--- config.mk ---
export PLATFORM = sky130hd
export DESIGN_NAME = counting_semaphore_wait_queue
export DESIGN_NICKNAME = d
export VERILOG_FILES = /design/src/csem_pkg.sv /design/src/csem_front.sv /design/src/csem_rsp_q.sv /design/src/csem_back.sv /design/src/counting_semaphore_wait_queue.sv
export VERILOG_INCLUDE_DIRS = /design/src /design/src/src
export SDC_FILE = /design/constraint.sdc
export NUM_CORES = 1
export LEC_CHECK = 0
export ABC_AREA = 1
export ABC_CLOCK_PERIOD_IN_PS = 7300
export BUFFER_PORTS_ARGS = -buffer_cell sky130_fd_sc_hd__buf_2
export CAP_MARGIN = 20
export CORE_ASPECT_RATIO = 2
export CORE_UTILIZATION = 51
export DETAILED_ROUTE_END_ITERATION = 12
export PLACE_DENSITY = 0.66
export REMOVE_ABC_BUFFERS = 1
export SETUP_SLACK_MARGIN = 0.02
export SLEW_MARGIN = 20
export SYNTH_ARGS = -nofsm -noshare
export SYNTH_HDL_FRONTEND = slang
export SYNTH_HIERARCHICAL = 1
export SYNTH_SLANG_ARGS = --single-unit
--- constraint.sdc ---
create_clock -name clock -period 7.3 [get_ports clock]
set_input_delay 0.73 -clock clock [delete_from_list [all_inputs] [get_ports clock]]
set_output_delay 0.73 -clock clock [all_outputs]
set_load 0.05 [all_outputs]
--- src/assert_macros.svh ---
// Assertion helpers shared by the RTL files.
`ifndef ASSERT_MACROS_SVH
`define ASSERT_MACROS_SVH

// Check that cons holds in the same cycle as cond.
`define ASSERT_IMPLIES(label, clk, rst, cond, cons) \
   label: assert property (@(posedge clk) disable iff (rst) (cond) |-> (cons)) \
      else $error("assertion failed: same-cycle implication");

// Check that cons holds in the cycle after cond.
`define ASSERT_NEXT(label, clk, rst, cond, cons) \
   label: assert property (@(posedge clk) disable iff (rst) (cond) |=> (cons)) \
      else $error("assertion failed: next-cycle implication");

`endif

--- src/csem_pkg.sv ---
package csem_pkg;

   // Request codes as they arrive on the input channel
   localparam logic [1:0] CMD_WAIT   = 2'd0;
   localparam logic [1:0] CMD_SIGNAL = 2'd1;
   localparam logic [1:0] CMD_INIT   = 2'd2;

   // Count limits (16-bit two's complement)
   localparam logic [15:0] CNT_MAX = 16'h7FFF;
   localparam logic [15:0] CNT_MIN = 16'h8000;

   // Command queue between front and back
   localparam int CMDQ_DEPTH = 2;
   localparam int CMDQ_PTR_W = 1;
   localparam int CMDQ_CNT_W = 2;

   // Result queue
   localparam int RSP_DEPTH = 4;
   localparam int RSP_PTR_W = 2;
   localparam int RSP_CNT_W = 3;

   typedef enum logic [1:0] {
      OP_WAIT   = 2'd0,
      OP_SIGNAL = 2'd1,
      OP_INIT   = 2'd2
   } op_type;

   typedef struct packed {
      logic [1:0]  command;
      logic [3:0]  sem_id;
      logic [5:0]  task_id;
      logic [14:0] initial_count;
   } req_type;

   typedef struct packed {
      logic [5:0] release_task;
      logic       last;
   } rsp_type;

   typedef struct packed {
      op_type      op;
      logic [3:0]  sem_id;
      logic [5:0]  task_id;
      logic [14:0] initial_count;
   } cmd_type;

endpackage

--- src/csem_front.sv ---
`include "assert_macros.svh"

module csem_front #(
   parameter int TASKS      = 64,
   parameter int SEMAPHORES = 16
) (
   input  logic               clock,
   input  logic               reset,
   input  logic               req_push,
   output logic               req_full,
   input  csem_pkg::req_type  req_data,
   output logic               cmd_valid,
   input  logic               cmd_pop,
   output csem_pkg::cmd_type  cmd_data
);

   csem_pkg::cmd_type                   q_mem [csem_pkg::CMDQ_DEPTH];
   logic [csem_pkg::CMDQ_PTR_W-1:0]     wr_ptr_ff, wr_ptr_in;
   logic [csem_pkg::CMDQ_PTR_W-1:0]     rd_ptr_ff, rd_ptr_in;
   logic [csem_pkg::CMDQ_CNT_W-1:0]     cnt_ff, cnt_in;
   logic                                accept;
   logic                                legal;
   logic                                keep;
   csem_pkg::cmd_type                   entry;

   assign req_full  = (cnt_ff == csem_pkg::CMDQ_CNT_W'(csem_pkg::CMDQ_DEPTH));
   assign accept    = req_push && !req_full;
   assign cmd_valid = (cnt_ff != '0);
   assign cmd_data  = q_mem[rd_ptr_ff];

   // Classify: decode the command, drop unknown codes and out-of-range ids
   always_comb begin
      entry.sem_id        = req_data.sem_id;
      entry.task_id       = req_data.task_id;
      entry.initial_count = req_data.initial_count;
      entry.op            = csem_pkg::OP_WAIT;
      legal               = 1'b1;
      case (req_data.command)
         csem_pkg::CMD_WAIT:   entry.op = csem_pkg::OP_WAIT;
         csem_pkg::CMD_SIGNAL: entry.op = csem_pkg::OP_SIGNAL;
         csem_pkg::CMD_INIT:   entry.op = csem_pkg::OP_INIT;
         default:              legal    = 1'b0;
      endcase
      if (9'(req_data.sem_id) >= 9'(SEMAPHORES) || 9'(req_data.task_id) >= 9'(TASKS)) begin
         legal = 1'b0;
      end
   end

   assign keep      = accept && legal;
   assign wr_ptr_in = keep ? wr_ptr_ff + 1'b1 : wr_ptr_ff;
   assign rd_ptr_in = cmd_pop ? rd_ptr_ff + 1'b1 : rd_ptr_ff;
   assign cnt_in    = cnt_ff + csem_pkg::CMDQ_CNT_W'(keep) - csem_pkg::CMDQ_CNT_W'(cmd_pop);

   always_ff @(posedge clock) begin
      if (reset) begin
         wr_ptr_ff <= '0;
         rd_ptr_ff <= '0;
         cnt_ff    <= '0;
      end else begin
         wr_ptr_ff <= wr_ptr_in;
         rd_ptr_ff <= rd_ptr_in;
         cnt_ff    <= cnt_in;
      end
   end

   always_ff @(posedge clock) begin
      if (keep) begin
         q_mem[wr_ptr_ff] <= entry;
      end
   end

   `ASSERT_IMPLIES(a_front_pop_valid, clock, reset, cmd_pop, cmd_valid)
   `ASSERT_IMPLIES(a_front_cnt_bound, clock, reset, 1'b1,
                   cnt_ff <= csem_pkg::CMDQ_CNT_W'(csem_pkg::CMDQ_DEPTH))

endmodule

--- src/csem_rsp_q.sv ---
`include "assert_macros.svh"

module csem_rsp_q (
   input  logic               clock,
   input  logic               reset,
   input  logic               push,
   input  csem_pkg::rsp_type  push_data,
   output logic               room2,
   output logic               rsp_empty,
   input  logic               rsp_pop,
   output csem_pkg::rsp_type  rsp_data
);

   csem_pkg::rsp_type                q_mem [csem_pkg::RSP_DEPTH];
   logic [csem_pkg::RSP_PTR_W-1:0]   wr_ptr_ff, wr_ptr_in;
   logic [csem_pkg::RSP_PTR_W-1:0]   rd_ptr_ff, rd_ptr_in;
   logic [csem_pkg::RSP_CNT_W-1:0]   cnt_ff, cnt_in;
   logic                             take;

   assign rsp_empty = (cnt_ff == '0);
   assign rsp_data  = q_mem[rd_ptr_ff];
   assign take      = rsp_pop && !rsp_empty;
   // Room for two items: the back end may push two per command
   assign room2     = (cnt_ff <= csem_pkg::RSP_CNT_W'(csem_pkg::RSP_DEPTH - 2));

   assign wr_ptr_in = push ? wr_ptr_ff + 1'b1 : wr_ptr_ff;
   assign rd_ptr_in = take ? rd_ptr_ff + 1'b1 : rd_ptr_ff;
   assign cnt_in    = cnt_ff + csem_pkg::RSP_CNT_W'(push) - csem_pkg::RSP_CNT_W'(take);

   always_ff @(posedge clock) begin
      if (reset) begin
         wr_ptr_ff <= '0;
         rd_ptr_ff <= '0;
         cnt_ff    <= '0;
      end else begin
         wr_ptr_ff <= wr_ptr_in;
         rd_ptr_ff <= rd_ptr_in;
         cnt_ff    <= cnt_in;
      end
   end

   always_ff @(posedge clock) begin
      if (push) begin
         q_mem[wr_ptr_ff] <= push_data;
      end
   end

   `ASSERT_IMPLIES(a_rsp_no_overflow, clock, reset, push,
                   cnt_ff < csem_pkg::RSP_CNT_W'(csem_pkg::RSP_DEPTH))

endmodule

--- src/csem_back.sv ---
`include "assert_macros.svh"

module csem_back #(
   parameter int TASKS      = 64,
   parameter int SEMAPHORES = 16
) (
   input  logic               clock,
   input  logic               reset,
   input  logic               cmd_valid,
   output logic               cmd_pop,
   input  csem_pkg::cmd_type  cmd_data,
   input  logic               room2,
   output logic               rsp_push,
   output csem_pkg::rsp_type  rsp_item
);

   localparam int SEM_W  = (SEMAPHORES > 1) ? $clog2(SEMAPHORES) : 1;
   localparam int TASK_W = $clog2(TASKS);

   typedef enum logic [2:0] {
      ST_IDLE = 3'b001,
      ST_EXEC = 3'b010,
      ST_LINK = 3'b100
   } state_type;

   state_type          state_ff, state_in;
   csem_pkg::cmd_type  cur_ff;

   logic [15:0]        count_mem [SEMAPHORES];
   logic [5:0]         head_mem  [SEMAPHORES];
   logic [5:0]         tail_mem  [SEMAPHORES];
   logic [5:0]         next_mem  [TASKS];
   logic [SEMAPHORES-1:0] cnt_vld_ff;

   logic [15:0]        count_rd_ff;
   logic               vld_rd_ff;
   logic [5:0]         head_rd_ff;
   logic [5:0]         tail_rd_ff;
   logic [5:0]         next_rd_ff;

   logic [SEM_W-1:0]   rd_sem;
   logic [SEM_W-1:0]   cur_sem;
   logic               start;
   logic [15:0]        old_cnt;
   logic [15:0]        new_cnt;
   logic               cnt_we;
   logic [15:0]        cnt_wdata;
   logic               head_we;
   logic [5:0]         head_wdata;
   logic               tail_we;
   logic               next_we;
   logic               link_rd;

   assign rd_sem  = SEM_W'(cmd_data.sem_id);
   assign cur_sem = SEM_W'(cur_ff.sem_id);
   assign start   = (state_ff == ST_IDLE) && cmd_valid && room2;
   assign cmd_pop = start;
   // Entries never written since reset read as zero
   assign old_cnt = vld_rd_ff ? count_rd_ff : '0;

   always_comb begin
      state_in   = state_ff;
      new_cnt    = old_cnt;
      cnt_we     = 1'b0;
      cnt_wdata  = old_cnt;
      head_we    = 1'b0;
      head_wdata = cur_ff.task_id;
      tail_we    = 1'b0;
      next_we    = 1'b0;
      link_rd    = 1'b0;
      rsp_push   = 1'b0;
      rsp_item.release_task = cur_ff.task_id;
      rsp_item.last         = 1'b1;
      case (state_ff)
         ST_IDLE: begin
            if (start) begin
               state_in = ST_EXEC;
            end
         end
         ST_EXEC: begin
            state_in = ST_IDLE;
            case (cur_ff.op)
               csem_pkg::OP_WAIT: begin
                  // Drop a wait at the minimum count
                  if (old_cnt != csem_pkg::CNT_MIN) begin
                     new_cnt   = old_cnt - 16'd1;
                     cnt_we    = 1'b1;
                     cnt_wdata = new_cnt;
                     if (!new_cnt[15]) begin
                        rsp_push = 1'b1;
                     end else begin
                        // Append the caller: start a queue or link behind the tail
                        head_we = !old_cnt[15];
                        next_we = old_cnt[15];
                        tail_we = 1'b1;
                     end
                  end
               end
               csem_pkg::OP_SIGNAL: begin
                  new_cnt   = (old_cnt == csem_pkg::CNT_MAX) ? old_cnt : old_cnt + 16'd1;
                  cnt_we    = 1'b1;
                  cnt_wdata = new_cnt;
                  rsp_push  = 1'b1;
                  if (new_cnt[15] || new_cnt == '0) begin
                     // Signaller first, queue head follows from the link state
                     rsp_item.last = 1'b0;
                     link_rd       = 1'b1;
                     state_in      = ST_LINK;
                  end
               end
               csem_pkg::OP_INIT: begin
                  cnt_we    = 1'b1;
                  cnt_wdata = {1'b0, cur_ff.initial_count};
               end
               default: begin
                  cnt_we = 1'b0;
               end
            endcase
         end
         ST_LINK: begin
            // Release the old head and advance the head to its successor
            rsp_push              = 1'b1;
            rsp_item.release_task = head_rd_ff;
            rsp_item.last         = 1'b1;
            head_we               = 1'b1;
            head_wdata            = next_rd_ff;
            state_in              = ST_IDLE;
         end
         default: begin
            state_in = ST_IDLE;
         end
      endcase
   end

   always_ff @(posedge clock) begin
      if (reset) begin
         state_ff   <= ST_IDLE;
         cnt_vld_ff <= '0;
      end else begin
         state_ff <= state_in;
         if (cnt_we) begin
            cnt_vld_ff[cur_sem] <= 1'b1;
         end
      end
   end

   always_ff @(posedge clock) begin
      if (start) begin
         cur_ff      <= cmd_data;
         count_rd_ff <= count_mem[rd_sem];
         vld_rd_ff   <= cnt_vld_ff[rd_sem];
         head_rd_ff  <= head_mem[rd_sem];
         tail_rd_ff  <= tail_mem[rd_sem];
      end
      if (link_rd) begin
         next_rd_ff <= next_mem[TASK_W'(head_rd_ff)];
      end
      if (cnt_we) begin
         count_mem[cur_sem] <= cnt_wdata;
      end
      if (head_we) begin
         head_mem[cur_sem] <= head_wdata;
      end
      if (tail_we) begin
         tail_mem[cur_sem] <= cur_ff.task_id;
      end
      if (next_we) begin
         next_mem[TASK_W'(tail_rd_ff)] <= cur_ff.task_id;
      end
   end

   `ASSERT_IMPLIES(a_back_pop_idle, clock, reset, cmd_pop,
                   state_ff == ST_IDLE && room2 && cmd_valid)
   `ASSERT_NEXT(a_back_link_follows, clock, reset,
                state_ff == ST_EXEC && link_rd, state_ff == ST_LINK && rsp_push)
   `ASSERT_IMPLIES(a_back_link_origin, clock, reset, state_ff == ST_LINK,
                   $past(state_ff) == ST_EXEC && cur_ff.op == csem_pkg::OP_SIGNAL)

endmodule

--- src/counting_semaphore_wait_queue.sv ---
// Counting semaphore table with a FIFO wait queue per semaphore.
// Requests enter through a queue-style port: drive req_data and raise req_push;
// the item is taken on a clock edge where req_full is low. Commands are wait,
// signal and init; unknown codes and out-of-range semaphore or task ids are
// taken and discarded. Released task numbers come out through rsp_data while
// rsp_empty is low and are taken on an edge where rsp_pop is high. A signal
// that wakes a waiter yields two items, the signaller first; last marks the
// final item of a request. Blocked waits and inits yield nothing.
// The back end takes a command from the command queue when it is idle and the
// result queue has room for two items, reads the tables into registers, then
// updates them and pushes the first result; the dequeued waiter of a signal
// follows from the link state, after a second read of the link table. The
// back end takes no new command until it is through with the last one.
// A stalled result consumer backs up the four-entry result queue; the back end
// stops once fewer than two entries are free, the two-entry command queue
// fills, and req_full rises.
// Reset (synchronous, active high) empties both queues and sets every count
// to zero at once through per-semaphore valid bits; queue links need no clear.
module counting_semaphore_wait_queue #(
   parameter int TASKS      = 64,
   parameter int SEMAPHORES = 16
) (
   input  logic               clock,
   input  logic               reset,
   input  logic               req_push,
   output logic               req_full,
   input  csem_pkg::req_type  req_data,
   output logic               rsp_empty,
   input  logic               rsp_pop,
   output csem_pkg::rsp_type  rsp_data
);

   // Front to back command queue handshake
   logic               cmd_valid;
   logic               cmd_pop;
   csem_pkg::cmd_type  cmd_data;

   // Back to result queue
   logic               room2;
   logic               rsp_push;
   csem_pkg::rsp_type  rsp_item;

   // Accept, decode and filter requests; hold them in a short queue
   csem_front #(
      .TASKS      (TASKS),
      .SEMAPHORES (SEMAPHORES)
   ) u_front (
      .clock     (clock),
      .reset     (reset),
      .req_push  (req_push),
      .req_full  (req_full),
      .req_data  (req_data),
      .cmd_valid (cmd_valid),
      .cmd_pop   (cmd_pop),
      .cmd_data  (cmd_data)
   );

   // Read-modify-write of the count, head, tail and link tables
   csem_back #(
      .TASKS      (TASKS),
      .SEMAPHORES (SEMAPHORES)
   ) u_back (
      .clock     (clock),
      .reset     (reset),
      .cmd_valid (cmd_valid),
      .cmd_pop   (cmd_pop),
      .cmd_data  (cmd_data),
      .room2     (room2),
      .rsp_push  (rsp_push),
      .rsp_item  (rsp_item)
   );

   // Hold released tasks until the consumer pops them
   csem_rsp_q u_rsp_q (
      .clock     (clock),
      .reset     (reset),
      .push      (rsp_push),
      .push_data (rsp_item),
      .room2     (room2),
      .rsp_empty (rsp_empty),
      .rsp_pop   (rsp_pop),
      .rsp_data  (rsp_data)
   );

endmodule
==> impl_metrics.yaml <==
setup_path:
  cell_with_the_largest_stage_delay_on_the_worst_path: "nand4_1"
  path_cells: "buf_4 -> nand2_1 -> inv_1 -> nor2_4 -> nand2_1 -> nor2_1 -> nand2_1 -> ha_1 -> inv_1 -> nor2_2 -> nand4_1 -> nor2_1"
  timing.critical_path.required_ps: 7610
  setup_cp_type: "register to register"
  critical_path.max_fanout: 28
  cp_num_buf_inv: 3
  critical_path.top_delay_family: "simple AND/OR/NAND/NOR gates"
  reg2reg_slack_ps: 3250
  crit_path_max_incr_delay_ps: 920
  setup.worst_path.start_class: "register"
  cp.arrival_ps: 4370
  worstReg2RegStart: "u_back/vld_rd_ff"
  regToRegEndpoint: "u_back/next_mem[30][4]"
  path_common_cell: "nand2_1"
  worst_setup_path_end_kind: "register"
  timing.reg2reg.worst_path_depth: 12
sta:
  post-route-worst-setup-slack_ps: 3246
  grt_setup_unrepaired: "no"
  final_min_period_over_clock_period_pct: 55.54
  count_of_final_hold_check_violations: 0
  slew_at_the_pin_closest_to_its_max_slew_limit_ps: 1108
  setup_viol_count_final: 0
  pins_over_slew_limit: 0
  timing.clock.skew_ps: 23.84
  timing.slew.headroom_pct: 26.12
  fmax_mhz: 246.7
  min_period_ps: 4054
place:
  dpl-instance-area_sq_um: 42620
  detailedPlacementHpwl_mm: 73.33
  gp_congestion: 0.9347
  preCtsSetupSlack_ps: 3261
  placedCellCount: 4164
  io_buffer_count: 39
floorplan:
  dieArea_sq_um: 82670
  num_io_pins: 40
  initial_core_util_pct: 51.68
  die_w_microns: 203.8
  dieHeight_microns: 405.6
  core_sq_um: 80380
  rows: 147
synthesis:
  synth-edff-count: 976
  synthDominantCellAreaShare_pct: 70.55
  ys.flop_type: "edfxtp_1"
  synth.avg_cell_area_sq_um: 12.88
  post_synthesis_register_bit_count: 1009
  synth.area.top_cells: "edfxtp_1, o21ai_0, nor2_1"
  post_synth_num_cell_types: 46
  synth.yosys.seq_area_share_pct: 72.14
  yosysTopAreaCell: "edfxtp_1"
  number_of_warnings_issued_by_yosys: 6
  synthesis.area_sq_um: 41540
  post-synth-top-count-cell: "edfxtp_1"
  ys_async_sr_fraction_pct: 0
  synth.top_cells.by_count: "edfxtp_1, o21ai_0, nor2_1"
  post_synthesis_cells: 3226
cells_and_area:
  share_of_post_route_cells_with_drive_strength_above_1_pct: 8.666
  final_nets: 3254
  post_layout_nonfiller_instances: 4320
  area.growth.synth_to_final_pct: 9.427
  antenna_cells_inserted: 0
  filler_cell_count: 6457
  layout_cell_area_excl_fill_sq_um: 45460
clock_tree:
  cts_hold_buf: 0
  total_clock_buffers_created_by_cts: 84
  cts_setup_buffers: 0
  ctsRootBufferMaster: "clkbuf_16"
  clk_pin_slew_ps: 70
  cts_resized: 0
  clock-sinks: 1009
  tritoncts: "built"
  htree_depth: 3
  cts_buffer_depth: 3
  clk_latency_ps: 680
power_and_ir_drop:
  power_mw: 17.71
  p_leak_nw: 15.64
  cellPowerDensity_nw_per_um2: 389.7
  ir_drop_mv: 0.3423
worst_hold_path:
  holdCritPathClass: "primary input to register"
  holdPathEnd: "u_front/q_mem[1][5]"
  holdPathStages: 1
  holdCritStartpoint: "req_data[5]"
global_routing:
  sum_of_overflow_across_all_layers_after_global_routing: 0
  all_layer_global_routing_usage_pct: 26.99
  largest_net_degree_at_the_start_of_global_routing: 194
  first_global_vias: 26270
  antenna_violations_before_repair: 0
  grt_pass1_wl_mm: 160.7
route:
  vias: 25670
  totalWireLength_mm: 110.3
  firstDrtPassIters: 7
  route.antenna.remaining_nets: 0
  avgViaCountPerCell: 5.941
  post-route-drc-count: 0
  wl_per_cell_microns: 25.54
  initialDrtViolationCount: 2396
outcome:
  run_status: "completed"
run:
  max_cap_viol_count: 0
## registers in the layout (all words and copies together), names as in the netlist, named ones only
name                cells
u_back/cur_ff          23
u_back/cnt_vld_ff      16
u_rsp_q/cnt_ff          3
u_rsp_q/q_mem          28
u_rsp_q/rd_ptr_ff       2
u_back/count_rd_ff     16
u_back/vld_rd_ff        1
u_back/state_ff         3
u_back/tail_rd_ff       6
u_back/count_mem      256
u_back/next_mem       384
u_back/head_mem        96
u_front/q_mem          54
u_back/next_rd_ff       6
u_rsp_q/wr_ptr_ff       2
u_back/head_rd_ff       6
u_back/tail_mem        96
u_front/cnt_ff          2
u_back/cur_sem          4
u_front/rd_ptr_ff       1
u_front/wr_ptr_ff       1
## metrics by stage
step | setup TNS, ps | hold WS, ps | util, %
after floorplan | -1481 | 429.7 | -
after global placement | 0 | 441.8 | 53.02
after detailed placement | 0 | 447.1 | 53.02
after CTS | 0 | 205.4 | 56.56
after global routing | 0 | 227.0 | 56.56
final | 0 | 249.4 | 56.56
## cell type report
type / instances / area (sq um) / area share (%)
clock inverters: 55 / 613.1 / 1.349
flip-flops and latches: 1009 / 29970 / 65.93
inverters: 276 / 1039 / 2.285
clock buffers: 101 / 2228 / 4.902
multi-input cells: 1759 / 9784 / 21.52
repair buffers: 77 / 518.0 / 1.140
well taps: 1043 / 1305 / 2.871
## worst register-to-register path: cells and delay by family (launching register included)
kind,cells,cell delay (ps)
AND/OR/NAND/NOR,8,2570
buffers and inverters,3,620
flip-flops,1,330
adder cells (fa/ha/maj),1,170
## placed cells by master (no fill, tap or decap), types with 5 or more instances in the layout
cell	count
a21oi_1	144
buf_2	39
buf_4	35
bufinv_16	12
clkbuf_1	13
clkbuf_16	86
clkinv_1	22
clkinv_2	11
dfxtp_1	32
edfxtp_1	976
ha_1	15
inv_1	263
inv_2	10
inv_6	5
mux2_2	7
mux2_4	19
mux2i_1	112
nand2_1	146
nand2_2	11
nand3_1	114
nand4_1	17
nor2_1	420
nor2_2	14
nor3_1	5
o211ai_1	133
o21a_1	9
o21ai_0	423
o21ai_1	6
o21ai_2	7
o21bai_1	5
o221ai_1	15
o22ai_1	106
or2_2	6
xor2_1	6
## routing by layer
| layer | wire length [microns] | GRT usage [%] | part of all wire [%] |
|---|---|---|---|
| met4 | 9087 | 20.37 | 8.2 |
| met2 | 61050 | 51.73 | 55 |
| met3 | 5012 | 3.483 | 4.5 |
| met1 | 35190 | 25.51 | 32 |
| met5 | 0 | 0.1211 | 0 |
## kinds of logic (layout without fill, tap and decap cells)
group | after synthesis | after routing | share of synthesized area [%]
buffers and inverters | 458 | 509 | 4.397
DFF | 1009 | 1009 | 72.14
AOI/OAI and AO/OA | 857 | 857 | 11.74
adders and majority gates | 16 | 16 | 0.5000
muxes | 139 | 139 | 3.611
xor gates and xnor gates | 8 | 8 | 0.1687
and+or+nand+nor | 739 | 739 | 7.440
## worst max-delay path by stage
stage | startpoint | end | depth (start not counted)
global route | u_back/vld_rd_ff | u_back/next_mem[22][4] | 12
floorplan | u_back/head_rd_ff[0] | u_back/next_rd_ff[1] | 8
CTS | u_back/vld_rd_ff | u_back/next_mem[15][0] | 12
finish | u_back/vld_rd_ff | u_back/next_mem[30][4] | 12
detailed placement | u_back/vld_rd_ff | u_back/next_mem[15][0] | 12
global placement | u_back/vld_rd_ff | u_back/next_mem[38][2] | 12
## power breakdown
group | leakage (nW) | switching (mW) | internal (mW) | total, mW
combinational | 5.14 | 4.21 | 1.26 | 5.47
clock | 1.38 | 2.02 | 2.62 | 4.65
sequential | 9.12 | 0.201 | 7.40 | 7.60
total | 15.6 | 6.43 | 11.3 | 17.7
No activity file was read; power rests on OpenSTA's default activity.
